**src/rtl/core/ecal_pkg.sv**
```systemverilog
// ecal_pkg: constants and calendar tables for the epoch-to-calendar pipeline
// no dependencies
`default_nettype none
package ecal_pkg;
  // reciprocal multipliers for exact division by constants
  localparam logic [31:0] MAGIC60   = 32'h8888_8889;
  localparam int          SHIFT60   = 37;
  localparam logic [31:0] MAGIC24   = 32'hAAAA_AAAB;
  localparam int          SHIFT24   = 36;
  localparam logic [17:0] MAGIC7    = 18'd149797;
  localparam logic [15:0] MAGIC1461 = 16'd45934;

  // calendar constants
  localparam logic [9:0]  DAYS_1968_1969 = 10'd731;
  localparam logic [15:0] MAR1_2100      = 16'd47541;
  localparam logic [2:0]  EPOCH_WEEKDAY  = 3'd4;
  localparam logic [10:0] DAYS_PER_QUAD  = 11'd1461;
  localparam logic [7:0]  YEAR_1968      = 8'd68;
  localparam logic [7:0]  YEAR_2100      = 8'd200;

  // first day of year for each year slot in a four-year group (slot 0 leap)
  function automatic logic [10:0] quad_year_start(input logic [1:0] y);
    case (y)
      2'd0:    quad_year_start = 11'd0;
      2'd1:    quad_year_start = 11'd366;
      2'd2:    quad_year_start = 11'd731;
      default: quad_year_start = 11'd1096;
    endcase
  endfunction

  // first day of year of each month
  function automatic logic [8:0] month_start(input logic leap, input logic [3:0] m);
    logic [8:0] base;
    case (m)
      4'd0:    base = 9'd0;
      4'd1:    base = 9'd31;
      4'd2:    base = 9'd59;
      4'd3:    base = 9'd90;
      4'd4:    base = 9'd120;
      4'd5:    base = 9'd151;
      4'd6:    base = 9'd181;
      4'd7:    base = 9'd212;
      4'd8:    base = 9'd243;
      4'd9:    base = 9'd273;
      4'd10:   base = 9'd304;
      default: base = 9'd334;
    endcase
    month_start = (leap && m >= 4'd2) ? base + 9'd1 : base;
  endfunction
endpackage
`default_nettype wire

```
**src/rtl/core/ecal_tod.sv**
```systemverilog
// ecal_tod: four-stage split of seconds into second, minute, hour and day count
// depends on ecal_pkg
`default_nettype none
module ecal_tod (
  input  wire logic        clk,
  input  wire logic        rst,
  input  wire logic        en,
  input  wire logic        in_valid,
  input  wire logic [31:0] epoch_seconds,
  output logic             valid4,
  output logic [15:0]      days4,
  output logic [5:0]       sec4,
  output logic [5:0]       min4,
  output logic [4:0]       hour4
);
  logic        valid1, valid2, valid3;
  logic [31:0] t1;
  logic [63:0] prod1;
  logic [26:0] q2;
  logic [5:0]  sec2, sec3;
  logic [63:0] prod2;
  logic [20:0] m3;
  logic [5:0]  min3;
  logic [52:0] prod3;

  logic [26:0] q1_c;
  logic [20:0] m_c;
  logic [15:0] d_c;

  assign q1_c = prod1[63:ecal_pkg::SHIFT60];
  assign m_c  = prod2[57:ecal_pkg::SHIFT60];
  assign d_c  = prod3[51:ecal_pkg::SHIFT24];

  // valid chain
  always_ff @(posedge clk) begin
    if (rst) begin
      valid1 <= 1'b0;
      valid2 <= 1'b0;
      valid3 <= 1'b0;
      valid4 <= 1'b0;
    end else if (en) begin
      valid1 <= in_valid;
      valid2 <= valid1;
      valid3 <= valid2;
      valid4 <= valid3;
    end
  end

  // datapath stages
  always_ff @(posedge clk) begin
    if (en) begin
      // stage 1: reciprocal product for seconds / 60
      t1    <= epoch_seconds;
      prod1 <= 64'(epoch_seconds) * 64'(ecal_pkg::MAGIC60);
      // stage 2: second, and product for minutes / 60
      q2    <= q1_c;
      sec2  <= 6'(t1 - 32'(q1_c) * 32'd60);
      prod2 <= 64'(q1_c) * 64'(ecal_pkg::MAGIC60);
      // stage 3: minute, and product for hours / 24
      m3    <= m_c;
      min3  <= 6'(q2 - 27'(m_c) * 27'd60);
      sec3  <= sec2;
      prod3 <= 53'(m_c) * 53'(ecal_pkg::MAGIC24);
      // stage 4: hour and day count
      days4 <= d_c;
      hour4 <= 5'(m3 - 21'(d_c) * 21'd24);
      min4  <= min3;
      sec4  <= sec3;
    end
  end
endmodule
`default_nettype wire

```
**src/rtl/core/ecal_date.sv**
```systemverilog
// ecal_date: four-stage conversion of day count to weekday, year, day of year and month
// depends on ecal_pkg
`default_nettype none
module ecal_date (
  input  wire logic        clk,
  input  wire logic        rst,
  input  wire logic        en,
  input  wire logic        in_valid,
  input  wire logic [15:0] days,
  input  wire logic [5:0]  sec_in,
  input  wire logic [5:0]  min_in,
  input  wire logic [4:0]  hour_in,
  output logic             valid8,
  output logic [5:0]       second,
  output logic [5:0]       minute,
  output logic [4:0]       hour,
  output logic [2:0]       weekday,
  output logic [7:0]       years_since_1900,
  output logic [8:0]       day_of_year,
  output logic [3:0]       month_index,
  output logic [4:0]       day_of_month
);
  logic        valid5, valid6, valid7;
  logic [5:0]  sec5, sec6, sec7, min5, min6, min7;
  logic [4:0]  hour5, hour6, hour7;
  logic [16:0] wsum5;
  logic [34:0] wprod5;
  logic [16:0] dq5;
  logic [32:0] qprod5;
  logic        bump5, bump6;
  logic [2:0]  wday6, wday7;
  logic [5:0]  quad6;
  logic [10:0] r6;
  logic [8:0]  yday7, yday_out7;
  logic        leap7;
  logic [7:0]  year7;

  logic        bump_c;
  logic [16:0] dq_c;
  logic [14:0] wq_c;
  logic [5:0]  quad_c;
  logic [1:0]  y_c;
  logic [8:0]  yday_c;
  logic [7:0]  year_c;
  logic [3:0]  month_c;

  // treat 2100 as leap so four-year groups stay regular, then fix day of year
  assign bump_c = (days >= ecal_pkg::MAR1_2100);
  assign dq_c   = 17'(days) + 17'(ecal_pkg::DAYS_1968_1969) + 17'(bump_c);
  assign wq_c   = wprod5[34:20];
  assign quad_c = qprod5[31:26];
  assign y_c    = 2'(r6 >= 11'd366) + 2'(r6 >= 11'd731) + 2'(r6 >= 11'd1096);
  assign yday_c = 9'(r6 - ecal_pkg::quad_year_start(y_c));
  assign year_c = ecal_pkg::YEAR_1968 + {quad6, 2'b00} + 8'(y_c);

  // month is the count of month starts at or below the day of year
  always_comb begin
    month_c = 4'd0;
    for (int m = 1; m < 12; m++) begin
      if (yday7 >= ecal_pkg::month_start(leap7, 4'(m))) month_c = 4'(m);
    end
  end

  // valid chain
  always_ff @(posedge clk) begin
    if (rst) begin
      valid5 <= 1'b0;
      valid6 <= 1'b0;
      valid7 <= 1'b0;
      valid8 <= 1'b0;
    end else if (en) begin
      valid5 <= in_valid;
      valid6 <= valid5;
      valid7 <= valid6;
      valid8 <= valid7;
    end
  end

  // datapath stages
  always_ff @(posedge clk) begin
    if (en) begin
      // stage 5: reciprocal products for weekday and four-year group
      wsum5  <= 17'(days) + 17'(ecal_pkg::EPOCH_WEEKDAY);
      wprod5 <= 35'(days + 17'(ecal_pkg::EPOCH_WEEKDAY)) * 35'(ecal_pkg::MAGIC7);
      dq5    <= dq_c;
      qprod5 <= 33'(dq_c) * 33'(ecal_pkg::MAGIC1461);
      bump5  <= bump_c;
      sec5   <= sec_in;
      min5   <= min_in;
      hour5  <= hour_in;
      // stage 6: weekday, group index and day within group
      wday6  <= 3'(wsum5 - 17'(wq_c) * 17'd7);
      quad6  <= quad_c;
      r6     <= 11'(dq5 - 17'(quad_c) * 17'(ecal_pkg::DAYS_PER_QUAD));
      bump6  <= bump5;
      sec6   <= sec5;
      min6   <= min5;
      hour6  <= hour5;
      // stage 7: year and day of year
      yday7     <= yday_c;
      leap7     <= (y_c == 2'd0);
      year7     <= year_c;
      yday_out7 <= yday_c - 9'(bump6 && (year_c == ecal_pkg::YEAR_2100));
      wday7     <= wday6;
      sec7      <= sec6;
      min7      <= min6;
      hour7     <= hour6;
      // stage 8: month and day of month
      month_index      <= month_c;
      day_of_month     <= 5'(yday7 - ecal_pkg::month_start(leap7, month_c) + 9'd1);
      day_of_year      <= yday_out7;
      years_since_1900 <= year7;
      weekday          <= wday7;
      second           <= sec7;
      minute           <= min7;
      hour             <= hour7;
    end
  end
endmodule
`default_nettype wire

```
**src/rtl/core/epoch_seconds_to_calendar.sv**
```systemverilog
// Converts a 32-bit count of seconds since 1970-01-01 UTC into broken-down UTC time
// (second, minute, hour, weekday, year - 1900, day of year, month, day of month).
// Eight register stages: four split the time of day with reciprocal multipliers, four
// resolve weekday, year and month from the day count. One word enters per cycle, but
// the whole pipeline holds while out_stall is high with a result waiting. No state
// beyond the pipeline; every input value is valid.
// depends on ecal_pkg, ecal_tod, ecal_date
`default_nettype none
module epoch_seconds_to_calendar (
  input  wire logic        clk,
  input  wire logic        rst,
  input  wire logic        in_valid,
  output logic             in_stall,
  input  wire logic [31:0] epoch_seconds,
  output logic             out_valid,
  input  wire logic        out_stall,
  output logic [5:0]       second,
  output logic [5:0]       minute,
  output logic [4:0]       hour,
  output logic [2:0]       weekday,
  output logic [7:0]       years_since_1900,
  output logic [8:0]       day_of_year,
  output logic [3:0]       month_index,
  output logic [4:0]       day_of_month
);
  logic        en;
  logic        valid4;
  logic [15:0] days4;
  logic [5:0]  sec4, min4;
  logic [4:0]  hour4;

  // pipeline advances unless a finished word is held
  assign en       = !(out_valid && out_stall);
  assign in_stall = !en;

  ecal_tod u_tod (
    .clk, .rst, .en, .in_valid, .epoch_seconds,
    .valid4, .days4, .sec4, .min4, .hour4
  );

  ecal_date u_date (
    .clk, .rst, .en, .in_valid(valid4), .days(days4),
    .sec_in(sec4), .min_in(min4), .hour_in(hour4),
    .valid8(out_valid), .second, .minute, .hour, .weekday,
    .years_since_1900, .day_of_year, .month_index, .day_of_month
  );

`ifndef ASSERT_OFF
  a_time_range: assert property (@(posedge clk) disable iff (rst)
    out_valid |-> (second < 6'd60 && minute < 6'd60 && hour < 5'd24 && weekday < 3'd7))
    else $error("time field out of range");
  a_date_range: assert property (@(posedge clk) disable iff (rst)
    out_valid |-> (month_index < 4'd12 && day_of_month != 5'd0 && day_of_year < 9'd366
                   && years_since_1900 >= 8'd70 && years_since_1900 <= 8'd206))
    else $error("date field out of range");
  a_hold: assert property (@(posedge clk) disable iff (rst)
    out_valid && out_stall |=> out_valid && $stable(day_of_year) && $stable(second))
    else $error("held word changed");
`endif
endmodule
`default_nettype wire

```
**config.mk**
```make
export PLATFORM = sky130hd
export DESIGN_NAME = epoch_seconds_to_calendar
export DESIGN_NICKNAME = d
export VERILOG_FILES = /design/src/rtl/core/ecal_pkg.sv /design/src/rtl/core/ecal_tod.sv /design/src/rtl/core/ecal_date.sv /design/src/rtl/core/epoch_seconds_to_calendar.sv
export SDC_FILE = /design/constraint.sdc
export NUM_CORES = 2
export LEC_CHECK = 0
export ABC_AREA = 1
export BUFFER_PORTS_ARGS = -buffer_cell sky130_fd_sc_hd__buf_2
export CORE_AREA = 3 3 325 327
export CTS_BUF_LIST = sky130_fd_sc_hd__clkbuf_16
export DETAILED_ROUTE_END_ITERATION = 10
export DIE_AREA = 0 0 328 330
export GPL_ROUTABILITY_DRIVEN = 0
export PLACE_DENSITY = 0.74
export SYNTH_ARGS = -nofsm -noshare
export SYNTH_HDL_FRONTEND = slang
export SYNTH_HIERARCHICAL = 1
export SYNTH_SLANG_ARGS = --single-unit
export TNS_END_PERCENT = 100
```
**constraint.sdc**
```tcl
create_clock -name clk -period 6.75 [get_ports clk]
set_input_delay 1.0125 -clock clk [delete_from_list [all_inputs] [get_ports clk]]
set_output_delay 1.0125 -clock clk [all_outputs]
set_load 0.05 [all_outputs]
```
### After elaboration in Yosys (flattened, before gate mapping)

Memory sizes are Yosys's and may differ from the RTL's.
Index checks and enable logic that the tools add are counted.

| storage, ports and cells | value |
|---|---|
| register bits after elaboration | 479 |
| latch bits | 0 |
| bits in writable memories | 0 |
| memories | 1 |
| ROM bits | 144 |
| logic and storage cells | 128 |
| output and inout bits | 48 |

| cells by class | value |
|---|---|
| muxes and demuxes | 24 |
| shift-type cells | 0 |
| divide/modulo/power cells | 0 |
| reductions and logical operators | 4 |
| equality and inequality tests | 3 |
| add/subtract/negate cells | 18 |
| bitwise operators | 0 |
| order comparisons | 16 |
| $mul | 10 |

Memory list:

| memory | depth | width | read ports | clocked after Yosys merged registers in | write ports | RTL line | source |
|---|---|---|---|---|---|---|---|
| (name not given) | 16 | 9 | 1 | 0 | 0 | ecal_pkg.sv:34 | `case (m)` |

Operator list:

| cell | number |
|---|---|
| 32-bit by 32-bit multiplier with 64-bit output, second input constant | 1 |
| 27-bit by 32-bit multiplier with 58-bit output, second input constant | 1 |
| 21-bit by 32-bit multiplier with 52-bit output, second input constant | 1 |
| 4-bit 2-to-1 mux | 11 |
| 9-bit by 8-bit greater-or-equal comparator with 1-bit output | 4 |
| 35-bit by 18-bit multiplier with 35-bit output, second input constant | 1 |
| 17-bit by 15-bit multiplier with 31-bit output, second input constant | 1 |
| 9-bit greater-or-equal comparator | 3 |
| 27-bit by 4-bit multiplier with 4-bit output, second input constant | 1 |
| 9-bit one-hot mux with 3 select lines | 1 |
| 21-bit by 4-bit multiplier with 4-bit output, second input constant | 1 |
| 9-bit by 7-bit greater-or-equal comparator with 1-bit output | 2 |
| 16-bit by 10-bit adder with 17-bit output, second input constant | 1 |
| 16-bit by 3-bit adder with 17-bit output, second input constant | 1 |
| 17-bit by 1-bit adder with 17-bit output | 1 |
| 16-bit greater-or-equal comparator, second input constant | 1 |
| 16-bit by 2-bit multiplier with 2-bit output, second input constant | 1 |
| 15-bit by 3-bit multiplier with 3-bit output, second input constant | 1 |
| 6-bit subtractor | 2 |
| 11-bit by 10-bit greater-or-equal comparator with 1-bit output, second input constant | 1 |
| 11-bit greater-or-equal comparator, second input constant | 1 |
| 11-bit by 9-bit greater-or-equal comparator with 1-bit output, second input constant | 1 |
| 6-bit by 11-bit multiplier with 11-bit output, second input constant | 1 |
| 11-bit subtractor | 1 |
| 22 further kinds | 34 |

### Logic depth before layout (Yosys ltp)

An unclocked memory read counts as a cell.

| logic depth | value |
|---|---|
| depth after elaboration | 18 |
| gate-level depth with buffers | 43 |

### By module

Netlist, hierarchy kept.

By module, submodules not included:

| module | area an instance (µm²) | sequential area each (µm²) | times used | cells an instance |
|---|---|---|---|---|
| ecal_tod | 32,402.3 | 4,043.9 | 1 | 4,106 |
| ecal_date | 16,920.0 | 5,245.0 | 1 | 1,691 |
| epoch_seconds_to_calendar | 10.0 | 0.0 | 1 | 2 |

### Worst setup path after synthesis

Ideal clock, no wire load.

| path | value |
|---|---|
| path type | register to register |
| from | register u_tod.days4[3] |
| to | register u_date.qprod5[28] (data pin) |
| slack | -0.686 ns |
| period minus slack after synthesis | 7.436 ns |
| required time | 6.498 ns |
| buffers on the path | 0 |
| arrival time | 7.183 ns |
| setup time | 0.252 ns |
| stages on the path, launching flop included | 40 |
| cells stage by stage | edfxtp_1 > inv_1 > ha_1 > o21ai_0 > a21oi_1 > nor2_1 > o211ai_1 > nand4_1 > and2_1 > ha_1 > nand2_1 > nand2_1 > nand2_1 > nand2_1 > nand2_1 > o21ai_2 > nand2_1 > nand3_1 > [... 4 more ...] > inv_1 > fa_1 > inv_1 > fa_1 > fa_1 > inv_1 > fa_1 > inv_1 > ha_1 > nand2_1 > o21ai_0 > nand2_1 > nand2_1 > or2_2 > a21oi_1 > nand2_1 > nand2_1 > nand2_1 |

| on the way | value |
|---|---|
| word-level cells in the longest chain between the ends | 3 |

RTL lines:

| item | RTL line | source |
|---|---|---|
| start, declared | ecal_tod.sv:11 | `output logic [15:0] days4,` |
| start signal, assigned | ecal_tod.sv:65 | `days4 <= d_c;` |
| 16-bit by 10-bit adder with 17-bit output / 16-bit greater-or-equal comparator (equally long branches) | ecal_date.sv:49, ecal_date.sv:48 |  |
| 17-bit by 1-bit adder with 17-bit output * | ecal_date.sv:49 | `assign dq_c = 17'(days) + 17'(ecal_pkg::DAYS_1968_1969) + 17'(bump_c);` |
| 17-bit by 15-bit multiplier with 31-bit output * | ecal_date.sv:86 | `qprod5 <= 33'(dq_c) * 33'(ecal_pkg::MAGIC1461);` |
| end signal, assigned | ecal_date.sv:86 |  |
| end, declared | ecal_date.sv:29 | `logic [32:0] qprod5;` |

Mark *: on every way between the ends. The rest lies on a longest branch, timed or not.
A chain may end at the register's enable or synchronous reset.

### Final worst setup path

Ends and elaborated chain as after synthesis.

==> flow_summary.json <==
{
  "timing.hold.ws_ns": 0.409,
  "clock_path_buffers": 3,
  "cp.arrival_ns": 7.34,
  "dpl.hpwl_um": 105000,
  "clk-insertion-delay-late_ns": 0.59,
  "fillers": 9124,
  "maxCapViolations": 0,
  "die_y_um": 330,
  "track_usage": 0.226,
  "slowest_delay_ns": 0.55,
  "hold_path_class": "flop to flop",
  "dieArea_mm2": 0.108,
  "via_per_inst": 5.18,
  "syn2layout_area_growth_pct": 10.2,
  "ctsHoldBuffers": 0,
  "drt-total-wl_um": 121000,
  "die_w_um": 328,
  "coreArea_mm2": 0.103,
  "drtIter0Drc": 3270,
  "synth_async_sr_flop_share": 0,
  "post-place-cells": 7386,
  "final_common_cell": "inv_1",
  "rows": 118,
  "start_util": 0.478,
  "synth_area_leaders": "ha_1 (23%), fa_1 (23%), edfxtp_1 (19%), inv_1 (12%), nand2_1 (8.2%)",
  "stdcell_count": 7471,
  "status": "complete, but fails checks",
  "synth_top_area_frac": 0.235,
  "grt_start_max_net_pins": 161,
  "grt-ovfl-total": 0,
  "final_util": 0.527,
  "violations": "negative setup slack",
  "cts_tree": "done",
  "yosys_register_bits": 312,
  "period_needed_ns": 7.02,
  "critical_path.max_fanout": 3,
  "yosysSeqAreaShare": 0.188,
  "drtAntennaViolNets": 0,
  "critPathLaunchType": "flop",
  "synth_edf_count": 304,
  "grt_pass1_wl_um": 197000,
  "synth_warnings": 6,
  "drcViolationCount": 0,
  "final_nets": 7587,
  "slew_viol_final": 0,
  "vias": 38700,
  "cp_slowest_cell": "fa_2",
  "grt_pass1_vias": 39300,
  "clock-sinks": 312,
  "ys_types": 56,
  "avgSynthCellArea_um2": 8.51,
  "dr.pass1.iters": 6,
  "pin_count": 84,
  "tightestPinTransition_ns": 0.929,
  "drive_above_1_share": 0.0732,
  "fmax_ghz": 0.142,
  "h-tree-depth": 2,
  "rsz0062_at_grt": "yes",
  "numCtsBuffers": 36,
  "antenna_found_initial": 1,
  "finalSetupViolCount": 6,
  "synth_ff_type": "edfxtp_1",
  "n_antenna_cell": 0,
  "hold_violations": 0,
  "syn_area_mm2": 0.0493,
  "synth_largest_area_cell": "ha_1",
  "layout_common_cells": "inv_1 (1531), nand2_1 (1065), ha_1 (910)",
  "finClkSkew_ns": 0.0211,
  "io_buffers": 83,
  "cp-end-kind": "flop",
  "clk_pin_slew_ns": 0.06,
  "synthCells": 5799,
  "wl_per_cell_um": 16.2,
  "worst_slack_ns": -0.272,
  "slew_headroom": 0.381,
  "syn_nets": 7322,
  "crit_required_ns": 7.07,
  "root_buffer": "clkbuf_16",
  "min_period_over_period": 1.04,
  "path_class": "flop to flop"
}
-- worst max-delay path, delay by kind of cell, from the launching register on --
family	cells	cell delay, ns
XOR/XNOR	1	0.17
AND/OR/NAND/NOR	10	1.13
buffers and inverters	6	0.44
AO/OA/AOI/OAI	8	1.11
adder cells (fa/ha/maj)	10	3.49
flip-flops	1	0.41
-- Yosys cell counts, types with 5 or more instances --
cell         n
xor2_1      73
nand3_1    187
nor3_1      52
edfxtp_1   304
nor2_2      13
a21oi_1    262
nand4_1     65
inv_1     1548
xnor2_1     39
nor3_2       5
and2_1       5
o21ai_0    138
nand2_1   1081
a21o_1      14
o21a_1      10
inv_2       12
nor2_1     363
ha_1       925
o21bai_1    33
o21ai_1      9
nor4_1      12
a31oi_1      5
fa_1       562
dfxtp_1      8
nand2_2      9
nand3b_1     5
-- layout make-up --
| type | instances | area [um2] | area share |
|---|---|---|---|
| Clock buffer | 36 | 901 | 0.0166 |
| Multi-Input combinational cell | 3918 | 34700 | 0.638 |
| Tap cell | 1380 | 1730 | 0.0318 |
| Timing Repair Buffer | 234 | 1590 | 0.0292 |
| Clock inverter | 29 | 294 | 0.00541 |
| Sequential cell | 312 | 9290 | 0.171 |
| Inverter | 1562 | 5870 | 0.108 |
-- state kept, by name, indices dropped and copies added (netlist names), 8 cells and up --
register	flops
u_tod/prod1	27
u_tod/prod2	21
u_tod/days4	16
u_tod/prod3	16
u_date/dq5	11
u_date/r6	11
u_date/day_of_year	9
u_date/yday7	9
u_date/yday_out7	9
u_date/year7	8
u_date/years_since_1900	8
-- through the flow --
step | TNS (ns) | area, um2 | worst slack [ns]
global route | -3.03 | 54400 | -0.576
global placement | -1.65 | 52700 | -0.357
detailed placement | -2.03 | 52700 | -0.372
CTS | -0.700 | 54200 | -0.201
floorplan | -0.500 | 49600 | -0.222
finish | -1.14 | 54400 | -0.272
-- what timing repair did --
| item | CTS | global route |
|---|---|---|
| setup buffers | 12 | 9 |
| pin swaps | 58 | 34 |
| endpoints found under the setup margin | 6 | 6 |
| gates resized for setup | 38 | 38 |
| gates cloned | 0 | 0 |
-- cell families after synthesis --
kind of cell / synth area share
AOI/OAI and AO/OA: 0.0554
xor gates and xnor gates: 0.0204
adders and majority gates: 0.463
buffers and inverters: 0.120
DFF: 0.188
and+or+nand+nor: 0.153
-- per-layer routing --
| layer | GRT usage | routed length, um | vias up |
|---|---|---|---|
| met1 | 0.304 | 51700 | 18400 |
| met2 | 0.379 | 56100 | 1411 |
| met4 | 0.0519 | 2950 | 2 |
| met3 | 0.0442 | 10500 | 219 |
| li1 | - | - | 18700 |
| met5 | 0 | 12 | - |
-- worst paths after layout --
path / startpoint / endpoint / slack (ns) / cells past startpoint
worst max-delay path: u_tod/days4[3] / u_date/qprod5[28] / -0.27 / 35
worst min register to register: u_tod/min3[1] / u_tod/min4[1] / 0.41 / 0
worst max register to register: u_tod/days4[3] / u_date/qprod5[28] / -0.27 / 35
worst min-delay path: u_tod/min3[1] / u_tod/min4[1] / 0.41 / 0
Power is not shown: default switching activity piles up to over one toggle a cycle in this logic, so the estimate is an artifact.
